==> src/ftps_pkg.sv <==
`timescale 1ns / 1ps

package ftps_pkg;

  // fabric arithmetic constants
  localparam int unsigned TOR_SPAN   = 20;  // servers under one tor
  localparam int unsigned SPAN_SCALE = 10;  // aggregation span is 10 * na
  localparam int unsigned SRV_SCALE  = 5;   // servers = 5 * na * ni
  localparam int unsigned TOR_DIV    = 4;   // tors = na * ni / 4
  localparam int unsigned AGG_PAIR   = 2;   // aggregation switches per pod

  // internal widths, set by the 8-bit ni and na registers
  localparam int NN_W    = 16;  // na * ni
  localparam int SPAN_W  = 12;  // 10 * na
  localparam int SRV_W   = 19;  // 5 * na * ni
  localparam int TOR_W   = 14;  // na * ni / 4
  localparam int GRP_W   = 7;   // aggregation pod index
  localparam int BOUND_W = 19;  // role boundaries and range bounds

  typedef enum logic [1:0] {
    ROLE_SERVER,
    ROLE_TOR,
    ROLE_AGG,
    ROLE_CORE
  } role_t;

  typedef struct packed {
    role_t              role;
    logic [BOUND_W-1:0] tor_lo;  // 20 * k for a tor
    logic [BOUND_W-1:0] agg_lo;  // g * span for an aggregation switch
  } class_t;

endpackage

==> src/ftps_div_stage.sv <==
`timescale 1ns / 1ps

module ftps_div_stage #(
  parameter int DW    = 32,
  parameter int SW    = 12,
  parameter int QW    = 8,
  parameter int FIRST = 0,
  parameter int NSTEP = 2
) (
  input  logic          clk,
  input  logic [DW-1:0] rem_i,
  input  logic [QW-1:0] quo_i,
  input  logic [SW-1:0] span_i,
  output logic [DW-1:0] rem_o,
  output logic [QW-1:0] quo_o,
  output logic [SW-1:0] span_o
);

  logic [DW-1:0] rem_nxt;
  logic [QW-1:0] quo_nxt;
  logic [DW-1:0] sub_val;
  logic [DW-1:0] rem_r;
  logic [QW-1:0] quo_r;
  logic [SW-1:0] span_r;

  // restoring steps, quotient bits shift in msb first
  always_comb begin
    rem_nxt = rem_i;
    quo_nxt = quo_i;
    sub_val = '0;
    for (int j = 0; j < NSTEP; j++) begin
      if (FIRST + j < QW) begin
        sub_val = DW'(span_i) << (QW - 1 - FIRST - j);
        if (rem_nxt >= sub_val) begin
          rem_nxt = rem_nxt - sub_val;
          quo_nxt = {quo_nxt[QW-2:0], 1'b1};
        end else begin
          quo_nxt = {quo_nxt[QW-2:0], 1'b0};
        end
      end
    end
  end

  always_ff @(posedge clk) begin
    rem_r  <= rem_nxt;
    quo_r  <= quo_nxt;
    span_r <= span_i;
  end

  assign rem_o  = rem_r;
  assign quo_o  = quo_r;
  assign span_o = span_r;

endmodule

==> src/ftps_class.sv <==
`timescale 1ns / 1ps

module ftps_class #(
  parameter int ID_WIDTH = 32
) (
  input  logic                        clk,
  input  logic [ID_WIDTH-1:0]         own_id,
  input  logic [7:0]                  ni,
  input  logic [ftps_pkg::NN_W-1:0]   nn,
  input  logic [ftps_pkg::SPAN_W-1:0] span,
  output ftps_pkg::class_t            cls
);
  import ftps_pkg::*;

  localparam int CW = (ID_WIDTH > BOUND_W) ? ID_WIDTH : BOUND_W;

  logic [CW-1:0] id_ext;

  // stage a
  logic [SRV_W-1:0]  srv_r;
  logic [TOR_W-1:0]  tor_r;
  logic [SPAN_W-1:0] span_a_r;
  // stage b
  logic [BOUND_W-1:0] b1_r;
  logic [BOUND_W-1:0] b2_r;
  logic               lt_srv_b_r;
  logic [TOR_W-1:0]   tor_k_r;
  logic [SPAN_W-1:0]  span_b_r;
  // stage c
  logic               lt_srv_c_r;
  logic               lt_b1_r;
  logic               lt_b2_r;
  logic [7:0]         agg_off_r;
  logic [BOUND_W-1:0] tor_lo_r;
  logic [SPAN_W-1:0]  span_c_r;
  // stage d
  logic [GRP_W-1:0]   grp;
  class_t             cls_r;

  assign id_ext = CW'(own_id);
  assign grp    = GRP_W'(agg_off_r / AGG_PAIR);

  always_ff @(posedge clk) begin
    // server and tor counts
    srv_r    <= SRV_W'(nn * SRV_SCALE);
    tor_r    <= TOR_W'(nn / TOR_DIV);
    span_a_r <= span;

    // role boundaries
    b1_r       <= BOUND_W'(srv_r) + BOUND_W'(tor_r);
    b2_r       <= BOUND_W'(srv_r) + BOUND_W'(tor_r) + BOUND_W'(ni);
    lt_srv_b_r <= id_ext < CW'(srv_r);
    tor_k_r    <= TOR_W'(id_ext - CW'(srv_r));
    span_b_r   <= span_a_r;

    lt_srv_c_r <= lt_srv_b_r;
    lt_b1_r    <= id_ext < CW'(b1_r);
    lt_b2_r    <= id_ext < CW'(b2_r);
    agg_off_r  <= 8'(id_ext - CW'(b1_r));
    tor_lo_r   <= BOUND_W'(tor_k_r * TOR_SPAN);
    span_c_r   <= span_b_r;

    priority if (lt_srv_c_r) begin
      cls_r.role <= ROLE_SERVER;
    end else if (lt_b1_r) begin
      cls_r.role <= ROLE_TOR;
    end else if (lt_b2_r) begin
      cls_r.role <= ROLE_AGG;
    end else begin
      cls_r.role <= ROLE_CORE;
    end
    cls_r.tor_lo <= tor_lo_r;
    cls_r.agg_lo <= BOUND_W'(grp) * BOUND_W'(span_c_r);
  end

  assign cls = cls_r;

endmodule

==> src/fat_tree_forward_port_select.sv <==
`timescale 1ns / 1ps

// channel | handshake            | payload
// --------+----------------------+------------------------------------------
// in      | start, busy          | in_src_address, in_dest_address,
//         |                      | in_core_choice, in_down_choice, in_hops_in
// out     | out_valid (strobe)   | out_deliver_local, out_port, out_hops_out
// cfg     | cfg_valid, cfg_ready | cfg_index, cfg_data
//
// one header beat per cycle; each beat's result strobes out_valid once the beat
// has passed the capture, prep, quotient, range and select stages
// busy stays low and cfg_ready stays high: every stage advances every cycle
// rst_n (synchronous) clears the valid line and restores the register defaults
// the receiver cannot stall, so no stage ever holds a beat

module fat_tree_forward_port_select #(
  parameter int ID_WIDTH   = 32,
  parameter int PORT_WIDTH = 8
) (
  input  logic        clk,
  input  logic        rst_n,
  // header in
  input  logic        start,
  output logic        busy,
  input  logic [31:0] in_src_address,
  input  logic [31:0] in_dest_address,
  input  logic [6:0]  in_core_choice,
  input  logic        in_down_choice,
  input  logic [7:0]  in_hops_in,
  // configuration
  input  logic        cfg_valid,
  output logic        cfg_ready,
  input  logic [1:0]  cfg_index,
  input  logic [31:0] cfg_data,
  // decision out
  output logic        out_valid,
  output logic        out_deliver_local,
  output logic [7:0]  out_port,
  output logic [7:0]  out_hops_out
);
  import ftps_pkg::*;

  // register map
  localparam logic [1:0] CFG_OWN_ID = 2'd0;
  localparam logic [1:0] CFG_NI     = 2'd1;
  localparam logic [1:0] CFG_NA     = 2'd2;

  localparam logic [31:0] OWN_ID_RST = 32'd0;
  localparam logic [7:0]  NI_RST     = 8'd4;
  localparam logic [7:0]  NA_RST     = 8'd6;

  // x / 20 as (x * 3277) >> 16, exact for x below 16384
  localparam int unsigned RECIP_20    = 3277;
  localparam int          RECIP_SHIFT = 16;
  localparam int          BYTE_W      = 8;

  // core quotient only matters up to the port limit; its top bit flags overflow
  localparam int QB = (PORT_WIDTH >= 8) ? 7 : PORT_WIDTH - 1;
  localparam int QW = QB + 1;
  localparam int DIV_STAGES = 4;
  localparam int STEP_PER   = (QW + DIV_STAGES - 1) / DIV_STAGES;
  localparam int DW = (ID_WIDTH > SPAN_W + QB) ? ID_WIDTH : SPAN_W + QB;
  localparam int CW = (ID_WIDTH > BOUND_W) ? ID_WIDTH : BOUND_W;
  localparam logic [7:0] PORT_LIMIT =
    (PORT_WIDTH >= 8) ? 8'hFF : 8'((1 << PORT_WIDTH) - 1);

  typedef struct packed {
    logic       eq;        // destination is this switch
    logic       par;       // bit 0 of the folded src ^ dest bytes
    logic [6:0] core;
    logic       down;
    logic [7:0] hops_inc;
  } side_t;

  // configuration registers
  logic [31:0] own_id_r;
  logic [7:0]  ni_r;
  logic [7:0]  na_r;
  logic [ID_WIDTH-1:0] own_id;

  // valid line, one bit per stage up to the range stage, bit 0 is the capture stage
  logic [6:0] vld_r;

  // capture stage
  logic [ID_WIDTH-1:0] src0_r;
  logic [ID_WIDTH-1:0] dest0_r;
  logic [6:0]          core0_r;
  logic                down0_r;
  logic [7:0]          hops0_r;
  logic [ID_WIDTH-1:0] hdr_xor;
  logic                par0;

  // prep stage
  logic [NN_W-1:0]   nn1_r;
  logic [SPAN_W-1:0] span1_r;

  // travelling payload
  side_t               side_r [1:6];
  logic [ID_WIDTH-1:0] dest_r [1:5];

  // core quotient pipeline
  logic [DW-1:0]     div_rem  [0:DIV_STAGES];
  logic [QW-1:0]     div_quo  [0:DIV_STAGES];
  logic [SPAN_W-1:0] div_span [0:DIV_STAGES];

  class_t cls;

  // range stage
  logic [CW-1:0] dest_c;
  logic [CW-1:0] tor_lo_c;
  logic [CW-1:0] agg_lo_c;
  logic [CW-1:0] agg_hi_c;
  logic [CW-1:0] tor_diff;
  role_t         role6_r;
  logic          tor_child6_r;
  logic [4:0]    tor_port6_r;
  logic          agg_child6_r;
  logic [SPAN_W-1:0] agg_rem6_r;
  logic [7:0]    core_port6_r;
  logic [7:0]    agg_up6_r;

  // select stage
  logic [7:0] agg_down;
  logic [7:0] tor_up;
  logic [7:0] port_sel;
  logic [7:0] port_sat;
  logic       out_valid_r;
  logic       deliver_r;
  logic [7:0] port_r;
  logic [7:0] hops_r;

  assign busy      = 1'b0;
  assign cfg_ready = 1'b1;
  assign own_id    = own_id_r[ID_WIDTH-1:0];

  // the user writes config only while no beat is in flight; the block does not enforce it
  always_ff @(posedge clk) begin
    if (!rst_n) begin
      own_id_r <= OWN_ID_RST;
      ni_r     <= NI_RST;
      na_r     <= NA_RST;
    end else if (cfg_valid && cfg_ready) begin
      unique case (cfg_index)
        CFG_OWN_ID: own_id_r <= cfg_data;
        CFG_NI:     ni_r     <= cfg_data[7:0];
        CFG_NA:     na_r     <= cfg_data[7:0];
        default:    ;  // index outside the map is dropped
      endcase
    end
  end

  always_ff @(posedge clk) begin
    if (!rst_n) begin
      vld_r       <= '0;
      out_valid_r <= 1'b0;
    end else begin
      vld_r       <= {vld_r[5:0], start && !busy};
      out_valid_r <= vld_r[6];
    end
  end

  // header capture, ids cut to ID_WIDTH bits
  always_ff @(posedge clk) begin
    if (start && !busy) begin
      src0_r  <= in_src_address[ID_WIDTH-1:0];
      dest0_r <= in_dest_address[ID_WIDTH-1:0];
      core0_r <= in_core_choice;
      down0_r <= in_down_choice;
      hops0_r <= in_hops_in;
    end
  end

  // xor of all src and dest bytes, only bit 0 of the fold is needed
  assign hdr_xor = src0_r ^ dest0_r;
  always_comb begin
    par0 = 1'b0;
    for (int b = 0; b < ID_WIDTH; b += BYTE_W) begin
      par0 = par0 ^ hdr_xor[b];
    end
  end

  // prep: local match, fabric products
  always_ff @(posedge clk) begin
    side_r[1].eq       <= dest0_r == own_id;
    side_r[1].par      <= par0;
    side_r[1].core     <= core0_r;
    side_r[1].down     <= down0_r;
    side_r[1].hops_inc <= hops0_r + 8'd1;
    dest_r[1]          <= dest0_r;
    nn1_r              <= NN_W'(ni_r) * NN_W'(na_r);
    span1_r            <= SPAN_W'(na_r * SPAN_SCALE);
  end

  always_ff @(posedge clk) begin
    for (int s = 2; s <= 6; s++) begin
      side_r[s] <= side_r[s-1];
    end
    for (int s = 2; s <= 5; s++) begin
      dest_r[s] <= dest_r[s-1];
    end
  end

  // role and range bounds of this switch
  ftps_class #(
    .ID_WIDTH (ID_WIDTH)
  ) u_class (
    .clk    (clk),
    .own_id (own_id),
    .ni     (ni_r),
    .nn     (nn1_r),
    .span   (span1_r),
    .cls    (cls)
  );

  // dest / span for the core switch, a few restoring steps per stage
  assign div_rem[0]  = DW'(dest_r[1]);
  assign div_quo[0]  = '0;
  assign div_span[0] = span1_r;

  for (genvar g = 0; g < DIV_STAGES; g++) begin : g_div
    ftps_div_stage #(
      .DW    (DW),
      .SW    (SPAN_W),
      .QW    (QW),
      .FIRST (g * STEP_PER),
      .NSTEP (STEP_PER)
    ) u_div (
      .clk    (clk),
      .rem_i  (div_rem[g]),
      .quo_i  (div_quo[g]),
      .span_i (div_span[g]),
      .rem_o  (div_rem[g+1]),
      .quo_o  (div_quo[g+1]),
      .span_o (div_span[g+1])
    );
  end

  // range tests against dest
  assign dest_c   = CW'(dest_r[5]);
  assign tor_lo_c = CW'(cls.tor_lo);
  assign agg_lo_c = CW'(cls.agg_lo);
  assign agg_hi_c = CW'(cls.agg_lo) + CW'(div_span[DIV_STAGES]);
  assign tor_diff = dest_c - tor_lo_c;

  always_ff @(posedge clk) begin
    role6_r      <= cls.role;
    // under a tor: dest within its block of 20, port is the offset
    tor_child6_r <= (dest_c >= tor_lo_c) && (tor_diff < CW'(TOR_SPAN));
    tor_port6_r  <= tor_diff[4:0];
    // under an aggregation pod; an empty span never matches
    agg_child6_r <= (dest_c >= agg_lo_c) && (dest_c < agg_hi_c);
    agg_rem6_r   <= SPAN_W'(dest_c - agg_lo_c);
    // core: overflowed quotient saturates, else 2q + down
    core_port6_r <= div_quo[DIV_STAGES][QW-1] ? PORT_LIMIT :
                    8'({div_quo[DIV_STAGES][QW-2:0], side_r[5].down});
    agg_up6_r    <= 8'(na_r / AGG_PAIR) + 8'(side_r[5].core);
  end

  assign agg_down = 8'((agg_rem6_r * RECIP_20) >> RECIP_SHIFT);
  assign tor_up   = 8'(TOR_SPAN) + 8'(side_r[6].par);

  always_comb begin
    unique case (role6_r)
      ROLE_SERVER: port_sel = tor_up;
      ROLE_TOR:    port_sel = tor_child6_r ? 8'(tor_port6_r) : tor_up;
      ROLE_AGG:    port_sel = agg_child6_r ? agg_down : agg_up6_r;
      ROLE_CORE:   port_sel = core_port6_r;
    endcase
  end

  assign port_sat = (port_sel > PORT_LIMIT) ? PORT_LIMIT : port_sel;

  // local delivery clears port and hop count
  always_ff @(posedge clk) begin
    deliver_r <= side_r[6].eq;
    port_r    <= side_r[6].eq ? 8'd0 : port_sat;
    hops_r    <= side_r[6].eq ? 8'd0 : side_r[6].hops_inc;
  end

  assign out_valid         = out_valid_r;
  assign out_deliver_local = deliver_r;
  assign out_port          = port_r;
  assign out_hops_out      = hops_r;

endmodule

==> config.mk <==
export PLATFORM = sky130hd
export DESIGN_NAME = fat_tree_forward_port_select
export DESIGN_NICKNAME = d
export VERILOG_FILES = /design/src/ftps_pkg.sv /design/src/ftps_div_stage.sv /design/src/ftps_class.sv /design/src/fat_tree_forward_port_select.sv
export SDC_FILE = /design/constraint.sdc
export NUM_CORES = 2
export LEC_CHECK = 0
export BUFFER_PORTS_ARGS = -buffer_cell sky130_fd_sc_hd__buf_2
export CELL_PAD_IN_SITES_DETAIL_PLACEMENT = 2
export CELL_PAD_IN_SITES_GLOBAL_PLACEMENT = 2
export CORE_MARGIN = 2
export CORE_UTILIZATION = 44
export DETAILED_ROUTE_END_ITERATION = 10
export HOLD_SLACK_MARGIN = 0.12
export PLACE_DENSITY_LB_ADDON = 0.1
export SYNTH_ARGS = -nofsm -noshare
export SYNTH_HDL_FRONTEND = slang
export SYNTH_SLANG_ARGS = --single-unit
==> constraint.sdc <==
create_clock -name clk -period 9.1 [get_ports clk]
set_input_delay 1.82 -clock clk [delete_from_list [all_inputs] [get_ports clk]]
set_output_delay 1.82 -clock clk [all_outputs]
set_load 0.1 [all_outputs]
==> flow_summary.ini <==
[sta]
max_freq_mhz = 135
hold_viol = 0
tns_ps = 0
timing.final.crit_share = 0.811
fin_crit_ps = 7380
fin_ws_ps = 1720
rsz0062_at_grt = no
max_slew.worst_pin.slew_ps = 1040
slew_viol_final = 0
skew_ps = 27.1
hold-worst-slack_ps = 302
max_slew_margin = 0.300
setup_violations = 0

[floorplanning]
rows = 108
pin_count = 138
start_util = 0.444
core_um2 = 86900
dieArea_um2 = 90200
die-width_um = 300
die_h_um = 300

[routing]
post-route-drc-count = 0
vias_per_cell = 5.50
wl_um = 125000
num_vias = 28970
dr.first_iter.drc_count = 1163
ant_nets = 0
routedWlPerCell_um = 23.8
drt_pass1_iterations = 4

[global_routing]
grt_pass1_vias = 33112
use_met1 = 0.355
antenna_found_initial = 6
met2_usage = 0.485
use_met3 = 0.0362
grt_use_total = 0.281
grt_max_degree = 57
gr-max-usage-layer = met2
grt_pass1_wl_um = 197000
overflow = 0

[worst_setup_path]
worstSetupPathType = flip-flop to flip-flop
path_max_fanout = 16
critPathBufInv = 2
cp_common_cell = a21oi_1
path_cells = inv_1 -> ha_1 -> nor4_2 -> nand2_1 -> a211oi_2 -> a21boi_2 -> inv_1 -> a21oi_1 -> ha_1 -> a21oi_1 -> o21bai_1 -> a21oi_1 -> o21bai_1 -> a221oi_1 -> o21ai_0 -> a21oi_1 -> nor4b_4 -> nand2_1 -> mux2_1
crit_required_ps = 9610
crit_path_start_kind = flip-flop
slowest_stage = a21boi_2
crit_path_end_kind = flip-flop
max_stage_delay_ps = 700
arrival_ps = 7890
critical_path.top_delay_family = compound AO/OA/AOI/OAI gates

[min_path]
hold_class = flip-flop to flip-flop

[layout]
utilization = 0.497
multi_input_area_um2 = 21300
area.growth.synth_to_final_pct = 11.8
fin_area_um2 = 43200
seq_area_um2 = 15400
finalNetCount = 4754
final_layout_size_suffix_gt1_frac = 0.0777
fillerInstances = 9077

[clocking]
cts_resized = 0
h-tree-depth = 3
clk_pin_slew_worst_paths_ps = 70
cts_tree = yes
clock-root-buffer = clkbuf_16
cts_hold_buffers = 0
postCtsSetupRepairBufs = 0
clockBufferDepth = 3
insertion_delay_ps = 650
cts_num_sinks = 743
cts_buffers = 80

[power]
power_density_nw_per_um2 = 428
power_frac_comb = 0.571
switchingPower_uw = 8220
leakage_uw = 0.0198
switching_share = 0.445
clkPwrFrac = 0.186
pwr-share-seq = 0.242
p_int_uw = 10200
ir_drop_mv = 0.414

[synthesis]
yosys-top-cells-area = dfxtp_1 (36%), ha_1 (15%), fa_1 (7.0%)
async_flop_share = 0
ys_types = 91
synth_warnings = 0
syn_inst = 3910
synth_top_cell_area_share = 0.358
synth.net_count = 4623
syn_area_per_cell_um2 = 9.88
synthFlopType = dfxtp_1
yosys.area.top_type = dfxtp_1
syn_area_um2 = 38600
synth_seq_cells = 743
synth_edf_count = 52
synth_seq_area_share = 0.399

[place]
dp_hpwl_um = 89900
io_buffers = 107
dpl_worst_slack_ps = 1810
routabilityCongestion = 0.845
dpl-instance-area_um2 = 40400

[job]
drv_cap = 0

[status]
status = finished clean
cells in the mapped netlist, types with 6 or more instances:
master       n
a2111oi_0   13
a211o_1      9
a211oi_1    14
a21boi_0    53
a21o_1      74
a21oi_1    238
a31oi_1     18
and2_1      74
and3_1      16
buf_2        6
clkbuf_1    56
dfxtp_1    691
edfxtp_1    52
fa_1       135
ha_1       460
inv_1      448
mux2_2      19
mux2i_1     27
nand2_1    296
nand2b_1    46
nand3_1     49
nand3b_1    12
nand4_1     41
nand4b_1     7
nor2_1     178
nor2b_1     57
nor3_1      75
nor3b_1     10
nor4_1      32
o2111ai_1    8
o211ai_1    13
o21a_1      25
o21ai_0    122
o21bai_1    52
o311ai_0     7
o31a_1       7
o31ai_1     11
or2_2       19
or3_1       25
or4_1       11
xnor2_1    203
xor2_1     112
cell usage in the layout, fill, tap and decap left out, types with 82 or more instances in the layout:
master	instances
xnor2_1	203
o21ai_0	122
dfxtp_1	691
buf_2	107
xor2_1	112
fa_1	135
ha_1	460
clkbuf_16	82
nand2_1	296
a21oi_1	238
inv_1	448
nor2_1	178
final timing paths:
| kind | slack [ps] | start | to | cells after the start |
|---|---|---|---|---|
| min | 300 | u_class.tor_lo_r[15]$_DFF_P_ | u_class.cls[34]$_DFF_P_ | 0 |
| min reg2reg | 300 | u_class.tor_lo_r[15]$_DFF_P_ | u_class.cls[34]$_DFF_P_ | 0 |
| max reg2reg | 1720 | g_div[0].u_div.span_o[11]$_DFF_P_ | g_div[1].u_div.rem_o[15]$_DFF_P_ | 19 |
| max | 1720 | g_div[0].u_div.span_o[11]$_DFF_P_ | g_div[1].u_div.rem_o[15]$_DFF_P_ | 19 |
cell type report:
cell class | count | area share
Multi-Input combinational cell | 2649 | 0.493
Sequential cell | 743 | 0.357
Clock buffer | 109 | 0.0538
Inverter | 449 | 0.0390
Tap cell | 1155 | 0.0335
Timing Repair Buffer | 118 | 0.0143
Clock inverter | 38 | 0.00997
Antenna cell | 3 | 0.000174
kinds of logic (layout without fill, tap and decap cells):
logic type,after synthesis,count (layout),synth area share
other,2,5,0.000194
muxes,47,47,0.0128
DFF,743,743,0.399
adders and majority gates,595,595,0.219
buffers and inverters,518,714,0.0510
xor gates and xnor gates,315,315,0.0714
and+or+nand+nor,974,974,0.127
AOI/OAI and AO/OA,716,716,0.120
flip-flops by register name, summed over array words and instances (netlist names), 11 cells and up:
name,cells
u_class.tor_r,14
side_r,100
u_class.tor_lo_r,17
u_class.cls,37
dest_r,152
agg_rem6_r,12
u_class.srv_r,19
dest0_r,32
span1_r,11
u_class.b1_r,19
g_div.u_div.span_o,44
nn1_r,16
g_div.u_div.rem_o,89
u_class.b2_r,19
g_div.u_div.quo_o,20
u_class.tor_k_r,14
own_id,32
per-stage QoR:
| stage | power, µW | instances |
|---|---|---|
| 2_1_floorplan | 12000 | 3910 |
| 3_3_place_gp | 14400 | 5114 |
| 3_5_place_dp | 14900 | 5114 |
| 4_1_cts | 18700 | 5261 |
| 5_1_grt | 20300 | 5261 |
| 6_report | 18500 | 5264 |
routing by layer:
metal	part of all wire	wire length [µm]
met2	0.48	60500
met3	0.035	4390
met1	0.44	55300
met4	0.041	5150
met5	0.00022	28
power by group through the flow:
| stage | sequential (µW) | clock, µW | combinational [µW] |
|---|---|---|---|
| 2_1_floorplan | 4340 | 0 | 7650 |
| 3_3_place_gp | 4480 | 0 | 9890 |
| 3_5_place_dp | 4510 | 0 | 10400 |
| 4_1_cts | 4470 | 3510 | 10700 |
| 5_1_grt | 4540 | 3650 | 12200 |
| 6_report | 4470 | 3440 | 10500 |
worst reg2reg max path: stages, from the launching register on:
cell and delay (ps):
dfxtp_1 330, inv_1 60, ha_1 240, nor4_2 330
nand2_1 270, a211oi_2 520, a21boi_2 700, inv_1 540
a21oi_1 510, ha_1 340, a21oi_1 190, o21bai_1 130
a21oi_1 180, o21bai_1 130, a221oi_1 420, o21ai_0 190
a21oi_1 660, nor4b_4 580, nand2_1 460, mux2_1 460
Power figures use the tool's default switching activity.
